$ cat src/jkx_pkg.sv
package jkx_pkg;

    localparam int KEY_MAX   = 16;
    localparam int LEN_W     = $clog2(KEY_MAX + 1);
    localparam int KIDX_W    = (KEY_MAX > 1) ? $clog2(KEY_MAX) : 1;
    localparam int KEY_BITS  = 128;
    localparam int CFG_IDX_W = 2;
    localparam int CFG_W     = 64;

    localparam int Q_DEPTH = 4;
    localparam int Q_AW    = $clog2(Q_DEPTH);
    localparam int Q_CW    = $clog2(Q_DEPTH + 1);

    // register indexes
    localparam logic [CFG_IDX_W-1:0] REG_KEY_FIRST  = 2'd0;
    localparam logic [CFG_IDX_W-1:0] REG_KEY_SECOND = 2'd1;
    localparam logic [CFG_IDX_W-1:0] REG_KEY_LENGTH = 2'd2;

    // characters
    localparam logic [7:0] CH_COLON  = 8'h3A;
    localparam logic [7:0] CH_QUOTE  = 8'h22;
    localparam logic [7:0] CH_BSLASH = 8'h5C;
    localparam logic [7:0] CH_SPACE  = 8'h20;
    localparam logic [7:0] CH_CR     = 8'h0D;
    localparam logic [7:0] CH_LF     = 8'h0A;
    localparam logic [7:0] CH_TAB    = 8'h09;
    localparam logic [7:0] CH_B      = 8'h62;
    localparam logic [7:0] CH_F      = 8'h66;
    localparam logic [7:0] CH_N      = 8'h6E;
    localparam logic [7:0] CH_R      = 8'h72;
    localparam logic [7:0] CH_T      = 8'h74;

    typedef enum logic [2:0] {
        PH_SEARCH = 3'd0,
        PH_COLON  = 3'd1,
        PH_SPACE  = 3'd2,
        PH_VALUE  = 3'd3,
        PH_ESCAPE = 3'd4,
        PH_DONE   = 3'd5
    } jkx_phase_t;

    typedef enum logic [1:0] {
        KIND_BYTE = 2'd0,
        KIND_DONE = 2'd1,
        KIND_FAIL = 2'd2
    } jkx_kind_t;

    // work for the back end: an optional first result and an optional trailing failure
    typedef struct packed {
        logic [7:0] data;
        jkx_kind_t  kind;
        logic       emit;
        logic       tail_fail;
    } jkx_cmd_t;

    function automatic logic [7:0] unescape(input logic [7:0] c);
        logic [7:0] r;
        case (c)
            CH_B:    r = 8'h08;
            CH_F:    r = 8'h0C;
            CH_N:    r = 8'h0A;
            CH_R:    r = 8'h0D;
            CH_T:    r = 8'h09;
            default: r = c;
        endcase
        return r;
    endfunction

endpackage

$ cat src/jkx_front.sv
module jkx_front (
    input  logic                           clk,
    input  logic                           rst_n,
    input  logic                           cfg_valid,
    input  logic [jkx_pkg::CFG_IDX_W-1:0]  cfg_index,
    input  logic [jkx_pkg::CFG_W-1:0]      cfg_data,
    input  logic                           accept,
    input  logic [7:0]                     in_byte,
    input  logic                           message_end,
    output jkx_pkg::jkx_cmd_t              cmd,
    output logic                           cmd_push
);
    import jkx_pkg::*;

    logic [CFG_W-1:0] key_first_reg;
    logic [CFG_W-1:0] key_second_reg;
    logic [LEN_W-1:0] key_length_reg;

    logic [7:0]       recent_reg [KEY_MAX];
    logic [7:0]       recent_next [KEY_MAX];
    logic [LEN_W-1:0] fill_reg;
    logic [LEN_W-1:0] fill_next;
    jkx_phase_t       phase_reg;
    jkx_phase_t       phase_next;
    logic             vhb_reg;
    logic             vhb_next;

    logic [KEY_BITS-1:0] key_all;
    logic [LEN_W-1:0]    len_eff;
    logic [7:0]          win [KEY_MAX];
    logic [LEN_W-1:0]    fill_shift;
    logic                match;

    assign key_all = {key_second_reg, key_first_reg};

    always_comb
    begin
        if (key_length_reg == '0)
            len_eff = LEN_W'(1);
        else if (key_length_reg > LEN_W'(KEY_MAX))
            len_eff = LEN_W'(KEY_MAX);
        else
            len_eff = key_length_reg;
    end

    // shifted window and key compare
    always_comb
    begin
        logic [KIDX_W-1:0] kidx;
        kidx = '0;
        for (int i = 0; i < KEY_MAX; i++)
        begin
            win[i] = (i == 0) ? in_byte : recent_reg[(i == 0) ? 0 : i - 1];
        end
        fill_shift = (fill_reg < LEN_W'(KEY_MAX)) ? fill_reg + LEN_W'(1) : fill_reg;
        match = (fill_shift >= len_eff);
        for (int i = 0; i < KEY_MAX; i++)
        begin
            kidx = KIDX_W'(len_eff - LEN_W'(1) - LEN_W'(i));
            if ((LEN_W'(i) < len_eff) && (win[i] != key_all[{kidx, 3'b000} +: 8]))
                match = 1'b0;
        end
    end

    // phase update and result classification
    always_comb
    begin
        phase_next = phase_reg;
        vhb_next   = vhb_reg;
        cmd        = '{data: 8'h00, kind: KIND_BYTE, emit: 1'b0, tail_fail: 1'b0};
        case (phase_reg)
            PH_SEARCH:
            begin
                if (match)
                    phase_next = PH_COLON;
            end
            PH_COLON:
            begin
                if (in_byte == CH_COLON)
                    phase_next = PH_SPACE;
            end
            PH_SPACE:
            begin
                if (in_byte == CH_QUOTE)
                    phase_next = PH_VALUE;
                else if (!(in_byte == CH_SPACE || in_byte == CH_CR ||
                           in_byte == CH_LF || in_byte == CH_TAB))
                begin
                    cmd.emit   = 1'b1;
                    cmd.kind   = KIND_FAIL;
                    phase_next = PH_DONE;
                end
            end
            PH_VALUE:
            begin
                if (in_byte == CH_BSLASH)
                    phase_next = PH_ESCAPE;
                else if (in_byte == CH_QUOTE)
                begin
                    cmd.emit   = 1'b1;
                    cmd.kind   = vhb_reg ? KIND_DONE : KIND_FAIL;
                    phase_next = PH_DONE;
                end
                else
                begin
                    cmd.emit = 1'b1;
                    cmd.data = in_byte;
                    vhb_next = 1'b1;
                end
            end
            PH_ESCAPE:
            begin
                cmd.emit   = 1'b1;
                cmd.data   = unescape(in_byte);
                vhb_next   = 1'b1;
                phase_next = PH_VALUE;
            end
            default:
            begin
                phase_next = PH_DONE;
            end
        endcase

        fill_next = fill_reg;
        for (int i = 0; i < KEY_MAX; i++)
            recent_next[i] = recent_reg[i];
        if (phase_reg == PH_SEARCH)
        begin
            fill_next = fill_shift;
            for (int i = 0; i < KEY_MAX; i++)
                recent_next[i] = win[i];
        end

        // last byte rearms the search
        if (message_end)
        begin
            cmd.tail_fail = (phase_next != PH_DONE);
            phase_next    = PH_SEARCH;
            vhb_next      = 1'b0;
            fill_next     = '0;
            for (int i = 0; i < KEY_MAX; i++)
                recent_next[i] = 8'h00;
        end
    end

    assign cmd_push = accept && (cmd.emit || cmd.tail_fail);

    always_ff @(posedge clk or negedge rst_n)
    begin
        if (!rst_n)
        begin
            key_first_reg  <= '0;
            key_second_reg <= '0;
            key_length_reg <= LEN_W'(1);
        end
        else if (cfg_valid)
        begin
            case (cfg_index)
                REG_KEY_FIRST:  key_first_reg  <= cfg_data;
                REG_KEY_SECOND: key_second_reg <= cfg_data;
                REG_KEY_LENGTH: key_length_reg <= cfg_data[LEN_W-1:0];
                default:        ;
            endcase
        end
    end

    always_ff @(posedge clk or negedge rst_n)
    begin
        if (!rst_n)
        begin
            phase_reg <= PH_SEARCH;
            vhb_reg   <= 1'b0;
            fill_reg  <= '0;
            for (int i = 0; i < KEY_MAX; i++)
                recent_reg[i] <= 8'h00;
        end
        else if (accept)
        begin
            phase_reg <= phase_next;
            vhb_reg   <= vhb_next;
            fill_reg  <= fill_next;
            for (int i = 0; i < KEY_MAX; i++)
                recent_reg[i] <= recent_next[i];
        end
    end

endmodule

$ cat src/jkx_queue.sv
module jkx_queue (
    input  logic              clk,
    input  logic              rst_n,
    input  logic              push,
    input  jkx_pkg::jkx_cmd_t push_cmd,
    input  logic              pop,
    output jkx_pkg::jkx_cmd_t head_cmd,
    output logic              empty,
    output logic              full
);
    import jkx_pkg::*;

    jkx_cmd_t        slot_reg [Q_DEPTH];
    logic [Q_AW-1:0] wr_ptr_reg;
    logic [Q_AW-1:0] rd_ptr_reg;
    logic [Q_CW-1:0] count_reg;
    logic [Q_CW-1:0] count_next;

    assign empty    = (count_reg == '0);
    assign full     = (count_reg == Q_CW'(Q_DEPTH));
    assign head_cmd = slot_reg[rd_ptr_reg];

    always_comb
    begin
        count_next = count_reg;
        if (push && !pop)
            count_next = count_reg + Q_CW'(1);
        else if (pop && !push)
            count_next = count_reg - Q_CW'(1);
    end

    always_ff @(posedge clk)
    begin
        if (push)
            slot_reg[wr_ptr_reg] <= push_cmd;
    end

    always_ff @(posedge clk or negedge rst_n)
    begin
        if (!rst_n)
        begin
            wr_ptr_reg <= '0;
            rd_ptr_reg <= '0;
            count_reg  <= '0;
        end
        else
        begin
            if (push)
                wr_ptr_reg <= wr_ptr_reg + Q_AW'(1);
            if (pop)
                rd_ptr_reg <= rd_ptr_reg + Q_AW'(1);
            count_reg <= count_next;
        end
    end

endmodule

$ cat src/jkx_back.sv
module jkx_back (
    input  logic              clk,
    input  logic              rst_n,
    input  jkx_pkg::jkx_cmd_t head_cmd,
    input  logic              empty,
    output logic              pop,
    output logic              out_valid,
    input  logic              out_ready,
    output logic [7:0]        out_byte,
    output logic [1:0]        kind
);
    import jkx_pkg::*;

    logic       out_valid_reg;
    logic [7:0] out_byte_reg;
    jkx_kind_t  kind_reg;
    logic       second_reg;
    logic       load;
    logic       take_first;

    // queue not empty and output register free or emptying this cycle
    assign load       = !empty && (!out_valid_reg || out_ready);
    assign take_first = head_cmd.emit && !second_reg;
    assign pop        = load && !(take_first && head_cmd.tail_fail);

    always_ff @(posedge clk or negedge rst_n)
    begin
        if (!rst_n)
        begin
            out_valid_reg <= 1'b0;
            second_reg    <= 1'b0;
        end
        else if (load)
        begin
            out_valid_reg <= 1'b1;
            second_reg    <= take_first && head_cmd.tail_fail;
        end
        else if (out_ready)
        begin
            out_valid_reg <= 1'b0;
        end
    end

    always_ff @(posedge clk)
    begin
        if (load)
        begin
            if (take_first)
            begin
                out_byte_reg <= head_cmd.data;
                kind_reg     <= head_cmd.kind;
            end
            else
            begin
                out_byte_reg <= 8'h00;
                kind_reg     <= KIND_FAIL;
            end
        end
    end

    assign out_valid = out_valid_reg;
    assign out_byte  = out_byte_reg;
    assign kind      = kind_reg;

endmodule

$ cat src/json_key_string_value_extractor_top.sv
// channel  | direction | handshake            | payload
// ---------+-----------+----------------------+----------------------------------
// input    | in        | in_valid / in_ready  | in_byte, message_end
// output   | out       | out_valid / out_ready| out_byte, kind
// config   | in        | cfg_valid / cfg_ready| cfg_index, cfg_data
//
// one input beat per cycle; the front end classifies each byte in the cycle it is taken
// a byte ending a message mid-value can give two output beats, which the back end
// sends one after the other from one queue entry
// an input beat reaches the output through the queue write and then the output register
// in_ready drops only while the four-entry queue is full; cfg_ready is always high
// reset clears key words, search window and all valid state; key length resets to one
module json_key_string_value_extractor_top (
    input  logic                          clk,
    input  logic                          rst_n,
    input  logic                          in_valid,
    output logic                          in_ready,
    input  logic [7:0]                    in_byte,
    input  logic                          message_end,
    output logic                          out_valid,
    input  logic                          out_ready,
    output logic [7:0]                    out_byte,
    output logic [1:0]                    kind,
    input  logic                          cfg_valid,
    output logic                          cfg_ready,
    input  logic [jkx_pkg::CFG_IDX_W-1:0] cfg_index,
    input  logic [jkx_pkg::CFG_W-1:0]     cfg_data
);
    import jkx_pkg::*;

    jkx_cmd_t front_cmd;
    jkx_cmd_t head_cmd;
    logic     cmd_push;
    logic     q_pop;
    logic     q_empty;
    logic     q_full;
    logic     accept;

    // key registers take every write beat straight away
    assign cfg_ready = 1'b1;

    // room for one more entry is all the front end needs
    assign in_ready = !q_full;
    assign accept   = in_valid && in_ready;

    // window compare and phase tracking
    jkx_front u_front (
        .clk         (clk),
        .rst_n       (rst_n),
        .cfg_valid   (cfg_valid),
        .cfg_index   (cfg_index),
        .cfg_data    (cfg_data),
        .accept      (accept),
        .in_byte     (in_byte),
        .message_end (message_end),
        .cmd         (front_cmd),
        .cmd_push    (cmd_push)
    );

    // decouples byte intake from output stalls
    jkx_queue u_queue (
        .clk      (clk),
        .rst_n    (rst_n),
        .push     (cmd_push),
        .push_cmd (front_cmd),
        .pop      (q_pop),
        .head_cmd (head_cmd),
        .empty    (q_empty),
        .full     (q_full)
    );

    // turns queue entries into output beats
    jkx_back u_back (
        .clk       (clk),
        .rst_n     (rst_n),
        .head_cmd  (head_cmd),
        .empty     (q_empty),
        .pop       (q_pop),
        .out_valid (out_valid),
        .out_ready (out_ready),
        .out_byte  (out_byte),
        .kind      (kind)
    );

endmodule
$ cat config.mk
export PLATFORM = sky130hd
export DESIGN_NAME = json_key_string_value_extractor_top
export DESIGN_NICKNAME = d
export VERILOG_FILES = /design/src/jkx_pkg.sv /design/src/jkx_front.sv /design/src/jkx_queue.sv /design/src/jkx_back.sv /design/src/json_key_string_value_extractor_top.sv
export SDC_FILE = /design/constraint.sdc
export NUM_CORES = 1
export LEC_CHECK = 0
export ABC_AREA = 0
export BUFFER_PORTS_ARGS = -buffer_cell sky130_fd_sc_hd__buf_2
export CAP_MARGIN = 40
export CELL_PAD_IN_SITES_DETAIL_PLACEMENT = 1
export CELL_PAD_IN_SITES_GLOBAL_PLACEMENT = 2
export CORE_MARGIN = 2
export CORE_UTILIZATION = 47
export CTS_CLUSTER_SIZE = 30
export DETAILED_ROUTE_END_ITERATION = 8
export PLACE_DENSITY_LB_ADDON = 0.2
export SYNTH_ARGS = -nofsm -noshare
export SYNTH_HDL_FRONTEND = slang
export SYNTH_HIERARCHICAL = 1
export SYNTH_SLANG_ARGS = --single-unit
$ cat constraint.sdc
create_clock -name clk -period 10.9 [get_ports clk]
set_input_delay 0.545 -clock clk [delete_from_list [all_inputs] [get_ports clk]]
set_output_delay 0.545 -clock clk [all_outputs]
set_load 0.02 [all_outputs]
## Word level (Yosys, flattened, before mapping)

Memories as Yosys holds them, arrays and structs flattened.
Index checks and enable logic that the tools add are counted.
W data, S select, Z words.

| storage, ports and cells | value |
|---|---|
| flip-flop bits (word level) | 281 |
| bits in latches | 0 |
| bits in writable memories | 48 |
| memory bits (read-only) | 0 |
| bits of input ports | 80 |
| output and inout bits | 13 |
| word-level logic and storage cells | 224 |
| memories | 1 |

Memory list:

| name | depth | bits a word | rd ports | clocked after memory_dff | write ports | line | RTL |
|---|---|---|---|---|---|---|---|
| u_queue.slot_reg | 4 | 12 | 1 | 0 | 1 | jkx_queue.sv:13 | `jkx_cmd_t slot_reg [Q_DEPTH];` |

| cells by class | value |
|---|---|
| $add $sub $neg | 21 |
| multiply operators | 0 |
| divide/modulo/power cells | 0 |
| magnitude comparators | 19 |
| equal/unequal tests | 38 |
| shift-type cells | 16 |
| mux-type cells | 52 |
| bitwise gates (word level) | 0 |
| reductions and logical operators | 49 |

Operator list:

| cell | count |
|---|---|
| $shiftx A128 B8 Y8 | 16 |
| $mux W128 | 2 |
| $ne A8 B8 Y1 | 16 |
| $eq A8 B7 Y1 const B | 6 |
| $lt A4 B5 Y1 const A | 8 |
| $pmux W8 S5 | 1 |
| $mux W3 | 11 |
| $sub A4 B4 Y4 const B | 8 |
| $mux W5 | 5 |
| $eq A8 B4 Y1 const B | 3 |
| $eq A8 B6 Y1 const B | 3 |
| $logic_and A1 B1 Y1 | 24 |
| $mux W1 | 24 |
| $lt A3 B5 Y1 const A | 4 |
| $pmux W8 S2 | 1 |
| $sub A4 B3 Y4 const B | 4 |
| $pmux W3 S5 | 1 |
| $mux W11 | 1 |
| $lt A1 B5 Y1 const A | 2 |
| $lt A2 B5 Y1 const A | 2 |
| $ne A3 B3 Y1 const B | 3 |
| $mux W8 | 1 |
| $reduce_and A2 Y1 | 4 |
| $sub A4 B1 Y4 const B | 2 |
| other kinds (25) | 43 |

## Depth between registers and ports, before layout

Gate-level depths: netlist (run 1).

| depth | value |
|---|---|
| depth in word-level cells | 33 |
| gate-level depth with buffers | 30 |
| mapped depth without buffers | 23 |

## By module

The synthesis (run 1) kept the hierarchy.

Modules (own cells, without submodules):

| module | instances | cells each | area each (um^2) | sequential area each (um^2) |
|---|---|---|---|---|
| jkx_front | 1 | 1,706 | 19,193.4 | 6,557.5 |
| jkx_queue | 1 | 97 | 2,153.3 | 1,616.6 |
| jkx_back | 1 | 31 | 484.2 | 350.3 |
| json_key_string_value_extractor_top | 1 | 4 | 21.3 | 0.0 |

## Worst setup path after synthesis (run 1)

No wires, ideal clock.

| timing | value |
|---|---|
| path kind | register to register |
| start point | register u_front.key_length_reg[1] |
| end point | register u_queue.count_reg[1] |
| setup time | 0.125 ns |
| arrival | 7.232 ns |
| data required time | 10.775 ns |
| path slack | 3.544 ns |
| stages on the path, launching flop included | 25 |
| path buffers | 5 |
| period minus slack after synthesis | 7.356 ns |
| cell sequence | dfrtp_1 buf_2 nor4_2 a21oi_4 clkbuf_1 clkbuf_1 ha_1 xnor2_1 inv_2 buf_1 ha_1 xnor2_1 clkbuf_1 mux4_2 xor2_1 nor4_1 nand2_1 o41ai_2 o2111ai_1 a2111oi_2 o21ai_0 ha_1 inv_1 fa_1 mux2_2 |

| between the ends | value |
|---|---|
| elaborated cells on any way between the ends | 112 |
| classes of those cells | add/sub (16); order compare (18); eq/ne (17); shift (16); mux (22); reduce/logical (23) |

RTL lines:

| element | line | RTL |
|---|---|---|
| from (decl) | jkx_front.sv:17 | `logic [LEN_W-1:0] key_length_reg;` |
| from (signal assigned) | jkx_front.sv:161 | `REG_KEY_LENGTH: key_length_reg <= cfg_data[LEN_W-1:0];` |
| $gt A5 B5 Y1 | jkx_front.sv:40 | `else if (key_length_reg > LEN_W'(KEY_MAX))` |
| $mux W5 | jkx_front.sv:40 |  |
| $mux W5 * | jkx_front.sv:38 | `if (key_length_reg == '0)` |
| $sub A4 B1 Y4 | jkx_front.sv:59 | `kidx = KIDX_W'(len_eff - LEN_W'(1) - LEN_W'(i));` |
| $sub A4 B1 Y4 / $shiftx A128 B8 Y8 (equally long branches) | jkx_front.sv:59, jkx_front.sv:60 |  |
| $shiftx A128 B8 Y8 / $ne A8 B8 Y1 (equally long branches) | jkx_front.sv:60 | `if ((LEN_W'(i) < len_eff) && (win[i] != key_all[{kidx, 3'b000} +: 8]))` |
| $ne A8 B8 Y1 / $logic_and A1 B1 Y1 (equally long branches) | jkx_front.sv:60 |  |
| $logic_and A1 B1 Y1 / $mux W1 (equally long branches) | jkx_front.sv:60 |  |
| [... 17 more ...] | - |  |
| $ne A3 B3 Y1 * | jkx_front.sv:137 | `cmd.tail_fail = (phase_next != PH_DONE);` |
| $mux W1 * | jkx_front.sv:135 | `if (message_end)` |
| $logic_or A1 B1 Y1 * | jkx_front.sv:146 | `assign cmd_push = accept && (cmd.emit \|\| cmd.tail_fail);` |
| $logic_and A1 B1 Y1 * | jkx_front.sv:146 |  |
| via cmd_push | json_key_string_value_extractor_top.sv:33 | `logic cmd_push;` |
| $logic_and A1 B1 Y1 * | jkx_queue.sv:26 | `if (push && !pop)` |
| $mux W3 * | jkx_queue.sv:26 |  |
| via u_queue.count_next[1] | jkx_queue.sv:17 | `logic [Q_CW-1:0] count_next;` |
| to (signal assigned) | jkx_queue.sv:52 | `count_reg <= count_next;` |
| to (decl) | jkx_queue.sv:16 | `logic [Q_CW-1:0] count_reg;` |

Mark *: on every way through the listed nets, which the timed path passes. The rest lies on a longest branch.
A chain may end at the register's enable or synchronous reset.

## Worst setup path in the final report (run 1)

Same ends and word-level chain as after synthesis.

==> results of run 1 <==
area by class of cell:
| class | count | area (um^2) |
|---|---|---|
| clock buffers | 50 | 1025 |
| clock inverters | 16 | 215.2 |
| flip-flops and latches | 329 | 8528 |
| inverters | 25 | 93.84 |
| fillers | 4779 | 22020 |
| well taps | 607 | 759.5 |
| repair buffers | 146 | 1013 |
| multi-input cells | 1327 | 12600 |
report_power, final:
group          internal, W  total (W)  switching, W
clock network     0.000761    0.00130      0.000536
registers          0.00146    0.00179      0.000330
logic              0.00165    0.00395       0.00230
total              0.00387    0.00704       0.00317
placed cells by master, fill, tap and decap left out, drive strengths merged, types with 27 or more instances in the layout:
master and instances:
a22oi 34, mux2i 82, o21ai 47, xnor2 53, nand3 40, a22o 124
o32a 33, a21oi 49, xor2 62, edfxtp 58, nand2 85, mux2 168
mux4 139, buf 145, o211ai 54, dfrtp 270, inv 27, nor2 31
clkbuf 50
logic make-up after synthesis:
| family | count (synthesis) | synth area share [%] |
|---|---|---|
| DFF | 329 | 39.01 |
| AOI/OAI and AO/OA | 468 | 16.50 |
| buffers and inverters | 182 | 3.510 |
| adders and majority gates | 19 | 1.122 |
| muxes | 389 | 26.84 |
| xor gates and xnor gates | 117 | 4.815 |
| other | 1 | 0.01716 |
| and+or+nand+nor | 333 | 8.188 |
layer usage:
layer	global-route usage [%]	wire length, um
met2	58.73	40860
met1	49.09	35360
met5	0	0
met4	12.91	3377
met3	6.667	7057
worst max path at each step:
stage                                           from                                to  depth (start not counted)
2_1_floorplan  u_front/key_length_reg[1]$_DFFE_PN0P_  u_queue/count_reg[1]$_DFFE_PN0P_                         24
5_1_grt        u_front/key_length_reg[1]$_DFFE_PN0P_  u_queue/count_reg[1]$_DFFE_PN0P_                         21
6_report       u_front/key_length_reg[1]$_DFFE_PN0P_  u_queue/count_reg[1]$_DFFE_PN0P_                         21
3_5_place_dp   u_front/key_length_reg[1]$_DFFE_PN0P_  u_queue/count_reg[1]$_DFFE_PN0P_                         21
3_3_place_gp   u_front/key_length_reg[1]$_DFFE_PN0P_  u_queue/count_reg[1]$_DFFE_PN0P_                         21
4_1_cts        u_front/key_length_reg[1]$_DFFE_PN0P_  u_queue/count_reg[1]$_DFFE_PN0P_                         21
metrics by stage:
step	power [W]	worst slack [ps]
2_1_floorplan	0.004342	3544
3_3_place_gp	0.005534	2793
3_5_place_dp	0.005661	2425
4_1_cts	0.006983	2388
5_1_grt	0.007315	1767
6_report	0.007039	2209
worst max-delay path: cells and delay by family, from the launching register on:
| family | cells | cell delay [ps] |
|---|---|---|
| AOI/OAI and AO/OA | 7 | 3190 |
| DFF | 1 | 630 |
| adders and majority gates | 4 | 1520 |
| muxes | 1 | 280 |
| and+or+nand+nor | 5 | 1560 |
| buffers and inverters | 3 | 600 |
| xor gates and xnor gates | 1 | 760 |
==> results.ini, run 1 <==
[power_and_ir_drop]
ir_drop_uv=219.1
leakage_nw=9.843
power-per-cell-area_nw_per_um2=290.4

[placed_design]
io_buffers=91
place_inst=2433
dp_hpwl_um=66470
place_area_um2=22990
gp_congestion=0.9901

[floorplan]
dieArea_um2=48240
die_w_um=219.6
ios=93
rows=79
die_h_um=219.6
coreArea_um2=46260
initial_utilization_pct=47.24

[finish]
final_area_um2=24240
final_util_pct=52.40
stdcell_count=2500
nets=1965
diodes=0
largest_register_ffs=120
layout-drive-gt1-share_pct=28.21
area_growth_pct=10.92

[synth]
yosysTopAreaCellShare_pct=30.92
synth.largest_area_cell=dfrtp_1
synth_area_per_cell_um2=11.89
synth.ff_latch_count=329
syn-cell-area_um2=21850
synth_edf_count=58
synth_cell_types=82
synth_commonest_cells=dfrtp_1 (270), mux2_2 (167), mux4_2 (134), a22o_1 (124), clkbuf_1 (113)
syn_nets=1937
synthArstFlopShare_pct=82.37
ys_warn_count=6
synth_flop_cell=dfrtp_1
synth_area_leaders=dfrtp_1 (31%), mux4_2 (14%), mux2_2 (8.6%)
syn_inst=1838
synth.most_common_cell=dfrtp_1
ys_seq_area_share_pct=39.01

[worst_setup_path]
end_kind=register
r2r_start=u_front/key_length_reg[1]$_DFFE_PN0P_
worst-setup-path-type=reg2reg
rrSetupSlack_ps=2210
crit_top_cell=ha_1
worstPathArrival_ps=9130
max_stage_delay_ps=760
crit_chain=nor2b_1, inv_2, ha_1, xnor2_1, inv_2, ha_1, nor4b_1, a221oi_1, o211a_1, nand3_1, a21o_1, a2111oi_0, nand4b_1, o41ai_1, nand4_1, a2111oi_2, o21ai_0, ha_1, inv_1, fa_1, mux2_2
r2r_end=u_queue/count_reg[1]$_DFFE_PN0P_
cp_max_fo=20
reg2reg_depth=21
worstSetupStartpointType=register
worstPathRequired_ps=11340
crit_slowest_cell=xnor2_1

[routing]
drt_iter0_drc=2135
viasPerCell=7.071
detail-route-antenna-nets=0
first_pass_iters=5
route.detailed.drc=0
vias=17680
wl_per_cell_um=34.66
wl_um=86650

[global_routing]
grt_max_degree=87
overflow=0
grt_pass1_wl_um=125700
grt_pass1_vias=17790
grt_usage_pct=36.32
antenna_found_initial=0

[hold_path]
min_to=u_back/out_valid$_DFFE_PN0P_
hp-start=out_ready
hold_class=in2reg
holdPathStages=2

[cts]
cts_buffer_depth=3
post_cts_resized=0
clkSlewWorstSetupHoldPaths_ps=60
htree_levels=2
root_buffer=clkbuf_16
cts_buffers=37
cts_setup_buffers=0
cts_sinks=329
cts_hold_buf=1
cts_tree=yes
clkLatencyLatePin_ps=580

[run_status]
outcome=completed

[sta]
clock.fmax_mhz=115.1
fin_crit_ps=8691
final-setup-viol-count=0
worst_slew_pin_slew_ps=949.0
slew_headroom_pct=36.31
fin_tns_setup_ps=0
rsz0062_at_grt=no
holdWs_ps=195.4
slew_viol_final=0
hold_violations=0
fin_skew_ps=22.74
finalCritPeriodShare_pct=79.73

[flow_run]
max_cap_viol_count=0

Note: power is estimated with default switching activity, not from simulation.
==> inputs of run 2 (changes only) <==
--- a/config.mk
+++ b/config.mk
@@ -11,7 +11,7 @@
 export CELL_PAD_IN_SITES_DETAIL_PLACEMENT = 1
 export CELL_PAD_IN_SITES_GLOBAL_PLACEMENT = 2
 export CORE_MARGIN = 2
-export CORE_UTILIZATION = 47
+export CORE_UTILIZATION = 44
 export CTS_CLUSTER_SIZE = 30
 export DETAILED_ROUTE_END_ITERATION = 8
 export PLACE_DENSITY_LB_ADDON = 0.2
==> constraint.sdc (replaced) <==
create_clock -name clk -period 8.95 [get_ports clk]
set_input_delay 0.4475 -clock clk [delete_from_list [all_inputs] [get_ports clk]]
set_output_delay 0.4475 -clock clk [all_outputs]
set_load 0.02 [all_outputs]
==> run 2 against run 1 <==
Compared with the run above: cell count rose by 2.2%; global-route usage fell by 2.4 points; first-iteration DRC count fell by 18%; sequential share of layout area fell by 0.12 points; largest cell class unchanged.
==> results.ini, run 2 (synthesized netlist as in run 1, its figures left out) <==
[global_routing]
met1_usage_pct=44.64
grt_max_degree=89
antenna_found_initial=3
grt_busiest_layer=met2
grt_pass1_wl_um=125000
grt_pass1_vias=17600
overflow=0
grt_use_met2_pct=53.83
grt_usage_pct=33.92
grt.met3_usage_pct=5.922

[sta]
fin_tns_setup_ps=0
hold_violations=0
finalCritPeriodShare_pct=88.57
final-setup-viol-count=0
worst_slew_pin_slew_ps=992.4
rsz0062_at_grt=no
slew_viol_final=0
fin_skew_ps=40.32
final.setup.worst_slack_ps=1023
slew_headroom_pct=33.39
clock.fmax_mhz=126.1
fin_crit_ps=7927

[cts]
clkSlewWorstSetupHoldPaths_ps=70
post_cts_resized=0
root_buffer=clkbuf_16
htree_levels=2
cts_tree=yes
cts_sinks=329
clkLatencyLatePin_ps=590
cts_buffer_depth=3
cts_buffers=39

[routing]
wl_um=85590
drt_iter0_drc=1747
vias=17520
wl_per_cell_um=33.49
viasPerCell=6.853
route.detailed.drc=0
first_pass_iters=5
detail-route-antenna-nets=0

[worst_setup_path]
path_buf_inv=2
worstPathArrival_ps=8400
crit_slowest_cell=a2111oi_0
crit_family=compound AO/OA/AOI/OAI gates
worstPathRequired_ps=9420
cp_max_fo=19
crit_top_cell=ha_1
worstSetupStartpointType=register
max_stage_delay_ps=690
end_kind=register
crit_chain=nor4_2, a21oi_4, ha_1, clkinv_1, ha_1, nor4b_1, a221oi_1, o211a_1, nand3_1, a21o_1, a2111oi_0, nand4b_1, o41ai_1, nand4_1, a2111oi_2, o21ai_0, ha_1, inv_1, fa_1, mux2_2
worst-setup-path-type=reg2reg

[floorplan]
coreArea_um2=48950
rows=81
ios=93
dieArea_um2=51460
die_h_um=226.9
initial_utilization_pct=44.64
die_w_um=226.9

[placed_design]
gp_congestion=0.9579
dp_slack_ps=1142
dp_hpwl_um=64930
io_buffers=91

[power_and_ir_drop]
leakage_nw=9.827
power-per-cell-area_nw_per_um2=354.9
ir_drop_uv=170.4

[flow_run]
max_cap_viol_count=0

[hold_path]
hold_class=in2reg

[finish]
area_growth_pct=11.31
nets=1965
diodes=0
final_cell_mix=dfrtp_1 (270), mux2_2 (167), mux4_2 (134), a22o_1 (124), buf_2 (94)
largest_register_ffs=120
layout-drive-gt1-share_pct=28.33
mostFrequentLayoutCell=dfrtp_1

[run_status]
outcome=completed

-- run 2: cell type report --
cell class / count / area, um^2
inverters: 25 / 93.84
well taps: 664 / 830.8
repair buffers: 144 / 979.7
multi-input cells: 1327 / 12600
fillers: 5070 / 24630
clock buffers: 48 / 1040
flip-flops and latches: 329 / 8528
clock inverters: 19 / 246.5
-- run 2: metal layers --
layer	routed length [um]	up-vias
met3	6074	164
li1	-	7347
met4	4980	4
met5	30	-
met2	40080	719
met1	34420	9283
-- run 2: through the flow --
step           util (%)  cells  power [W]  hold WS, ps  cell area [um^2]
3_3_place_gp      46.59   2474   0.006774        480.2             22810
4_1_cts           49.69   2556   0.008581        42.91             24320
3_5_place_dp      47.04   2488   0.006934        481.6             23030
6_report          49.69   2556   0.008633        74.53             24320
2_1_floorplan         -   1838   0.005288        151.9             21850
5_1_grt           49.69   2556   0.008994        99.34             24320
-- run 2: path summary, 6_finish.rpt --
kind,start,endpoint,slack (ps),depth (start not counted)
setup / recovery,u_front/key_length_reg[1]$_DFFE_PN0P_,u_queue/count_reg[1]$_DFFE_PN0P_,1020,20
hold / removal,out_ready,u_back/out_valid$_DFFE_PN0P_,70,2
setup reg to reg,u_front/key_length_reg[1]$_DFFE_PN0P_,u_queue/count_reg[1]$_DFFE_PN0P_,1020,20
hold reg to reg,u_queue/count_reg[2]$_DFFE_PN0P_,u_queue/count_reg[2]$_DFFE_PN0P_,480,1
max in group asynchronous,rst_n,u_front/recent_reg[79]$_DFFE_PN0P_,6430,4
min in group asynchronous,rst_n,u_queue/rd_ptr_reg[1]$_DFFE_PN0P_,450,2
-- run 2: timing repair --
action	in CTS	in global routing
setup endpoints to repair	0	0
hold endpoints to repair	85	0
hold buffers	1	0
setup buffers	0	0
-- run 2: report_power, final --
group	internal (W)	leakage (nW)	switching, W	total, W
logic	0.00201	5.20	0.00287	0.00488
clock network	0.000928	0.607	0.000688	0.00162
registers	0.00178	4.02	0.000357	0.00214
==> inputs of run 3 (changes only) <==
--- a/config.mk
+++ b/config.mk
@@ -11,10 +11,12 @@
 export CELL_PAD_IN_SITES_DETAIL_PLACEMENT = 1
 export CELL_PAD_IN_SITES_GLOBAL_PLACEMENT = 2
 export CORE_MARGIN = 2
-export CORE_UTILIZATION = 44
+export CORE_UTILIZATION = 30
+export CTS_BUF_LIST = sky130_fd_sc_hd__clkbuf_16
 export CTS_CLUSTER_SIZE = 30
 export DETAILED_ROUTE_END_ITERATION = 8
 export PLACE_DENSITY_LB_ADDON = 0.2
+export SLEW_MARGIN = 20
 export SYNTH_ARGS = -nofsm -noshare
 export SYNTH_HDL_FRONTEND = slang
 export SYNTH_HIERARCHICAL = 1
==> run 3 against run 2 <==
Compared with the run above: die area increased by 46%; critical path depth is 3 higher; maximum frequency rose by 4.8%; critical endpoint unchanged; largest power group unchanged; highest routed layer is now met4.
==> results.ini, run 3 (synthesized netlist as in run 1, its figures left out) <==
[run_status]
outcome=completed

[worst_setup_path]
crit_chain=nor4_2, a21oi_4, ha_1, xnor2_1, buf_4, inv_2, ha_1, nor4b_1, a221oi_1, o211a_1, nand3_1, a21o_1, a2111oi_0, nand4b_1, o41ai_1, nand4_1, a2111oi_2, o21ai_0, buf_2, ha_1, inv_1, fa_1, mux2_2
worstSetupStartpointType=register
crit_top_cell=ha_1
worstPathRequired_ps=9400
worst-setup-path-type=reg2reg
crit_slowest_cell=a2111oi_0
worstPathArrival_ps=8020
crit_family=compound AO/OA/AOI/OAI gates
max_stage_delay_ps=700
cp_max_fo=20
end_kind=register
path_buf_inv=4

[global_routing]
grt_usage_pct=24.45
grt_pass1_vias=17750
grt_max_degree=76
antenna_found_initial=2
grt_pass1_wl_um=132700
overflow=0

[sta]
fin_skew_ps=29.63
worst_slew_pin_slew_ps=855.2
slew_headroom_pct=42.72
slew_viol_final=0
fin_crit_ps=7567
fin_tns_setup_ps=0
clock.fmax_mhz=132.2
holdWs_ps=82.78
hold_violations=0
final-setup-viol-count=0
finalCritPeriodShare_pct=84.55
rsz0062_at_grt=no

[routing]
wl_um=90830
highest_layer=met4
viasPerCell=6.007
first_pass_iters=7
wl_per_cell_um=31.70
route.detailed.drc=0
met2_length_um=43810
detail-route-antenna-nets=0
wl_met3_um=4748
wl_met1_um=37720
vias=17210
drt_iter0_drc=1587

[flow_run]
max_cap_viol_count=0

[floorplan]
die_w_um=273.9
die_h_um=273.9
ios=93
rows=98
coreArea_um2=71850
initial_utilization_pct=30.41
dieArea_um2=75020

[cts]
clkLatencyLatePin_ps=570
cts_buffer_depth=3
post_cts_resized=0
cts_tree=yes
clkSlewWorstSetupHoldPaths_ps=60
cts_setup_buffers=0
root_buffer=clkbuf_16
cts_hold_buf=1
cts_sinks=329
cts_buffers=41
htree_levels=2

[finish]
nets=1981
mostFrequentLayoutCell=dfrtp_1
largest_register_ffs=120
final_cell_mix=dfrtp_1 (270), mux2_2 (167), mux4_2 (134), a22o_1 (124), buf_2 (94)
area_growth_pct=13.94
layout-drive-gt1-share_pct=28.63

[hold_path]
hold_class=in2reg

[power_and_ir_drop]
sequentialPowerShare_pct=24.6
ir_drop_uv=167.2
intPower_w=0.004741
p_switching_w=0.003954
leakage_nw=9.975
p_comb_share_pct=57.5
clkPwrFrac_pct=17.9
swShare_pct=45.47
power-per-cell-area_nw_per_um2=349.2

[placed_design]
dp_hpwl_um=70790
gp_congestion=0.9595
io_buffers=91

[run 3: cell types whose count changed in the layout (fill, tap and decap cells not counted), moves of 3 or more]
| cell | delta |
|---|---|
| inv_1 | +10 |
| buf_8 | +3 |
| buf_16 | +4 |
| clkinv_1 | +11 |
| a311oi_1 | -3 |
| clkbuf_8 | -3 |
| clkbuf_1 | -6 |
| a311oi_2 | +3 |
[run 3: layout make-up]
class	count	area, um^2
antenna	1	2.502
clock buffer	41	1026
clock inverter	34	215.2
fill	7768	46960
inverter	25	93.84
multi-input combinational	1327	12630
sequential	329	8528
tap	950	1189
timing repair buffer	158	1216
[run 3: path summary, 6_finish.rpt]
kind	start	to	slack, ps	cells past startpoint
min	out_ready	u_back/out_valid$_DFFE_PN0P_	80	2
max	u_front/key_length_reg[1]$_DFFE_PN0P_	u_queue/count_reg[1]$_DFFE_PN0P_	1380	23
min reg2reg	u_queue/count_reg[2]$_DFFE_PN0P_	u_queue/count_reg[2]$_DFFE_PN0P_	500	1
max in group asynchronous	rst_n	u_front/recent_reg[74]$_DFFE_PN0P_	6960	6
min in group asynchronous	rst_n	u_front/key_second_reg[20]$_DFFE_PN0P_	440	2
max reg2reg	u_front/key_length_reg[1]$_DFFE_PN0P_	u_queue/count_reg[1]$_DFFE_PN0P_	1380	23
[run 3: worst reg2reg max path, cell delays in order (launching register included)]
cell       delay [ps]
dfrtp_1           590
nor4_2            500
a21oi_4            70
ha_1              260
xnor2_1           170
buf_4             210
inv_2             250
ha_1              420
nor4b_1           190
a221oi_1          350
o211a_1           650
nand3_1           200
a21o_1            200
a2111oi_0         700
nand4b_1          250
o41ai_1           410
nand4_1           150
a2111oi_2         500
o21ai_0           190
buf_2             200
ha_1              230
inv_1              70
fa_1              410
mux2_2            270
[run 3: per-stage QoR]
step           util (%)  setup slack (ps)  cells  power [W]  area (um^2)
2_1_floorplan         -              1594   1838   0.005288        21850
3_3_place_gp      32.20             961.5   2756   0.006885        23140
3_5_place_dp      32.70              1390   2779   0.007063        23500
4_1_cts           34.44              1361   2855   0.008659        24750
5_1_grt           34.65             835.7   2864   0.009129        24900
6_report          34.65              1383   2865   0.008695        24900
[run 3: layer usage]
| metal | vias up | track usage (%) |
|---|---|---|
| met2 | 529 | 41.01 |
| met1 | 9163 | 31.82 |
| met5 | - | 0 |
| met4 | 0 | 10.34 |
| li1 | 7374 | - |
| met3 | 144 | 3.039 |
[run 3: power by group through the flow]
stage               Clock [W]  Combinational, W  Sequential, W
detailed placement          0           0.00489        0.00217
CTS                   0.00161           0.00491        0.00214
global placement            0           0.00472        0.00217
global route          0.00167           0.00528        0.00218
finish                0.00155           0.00500        0.00214
floorplan                   0           0.00329        0.00200
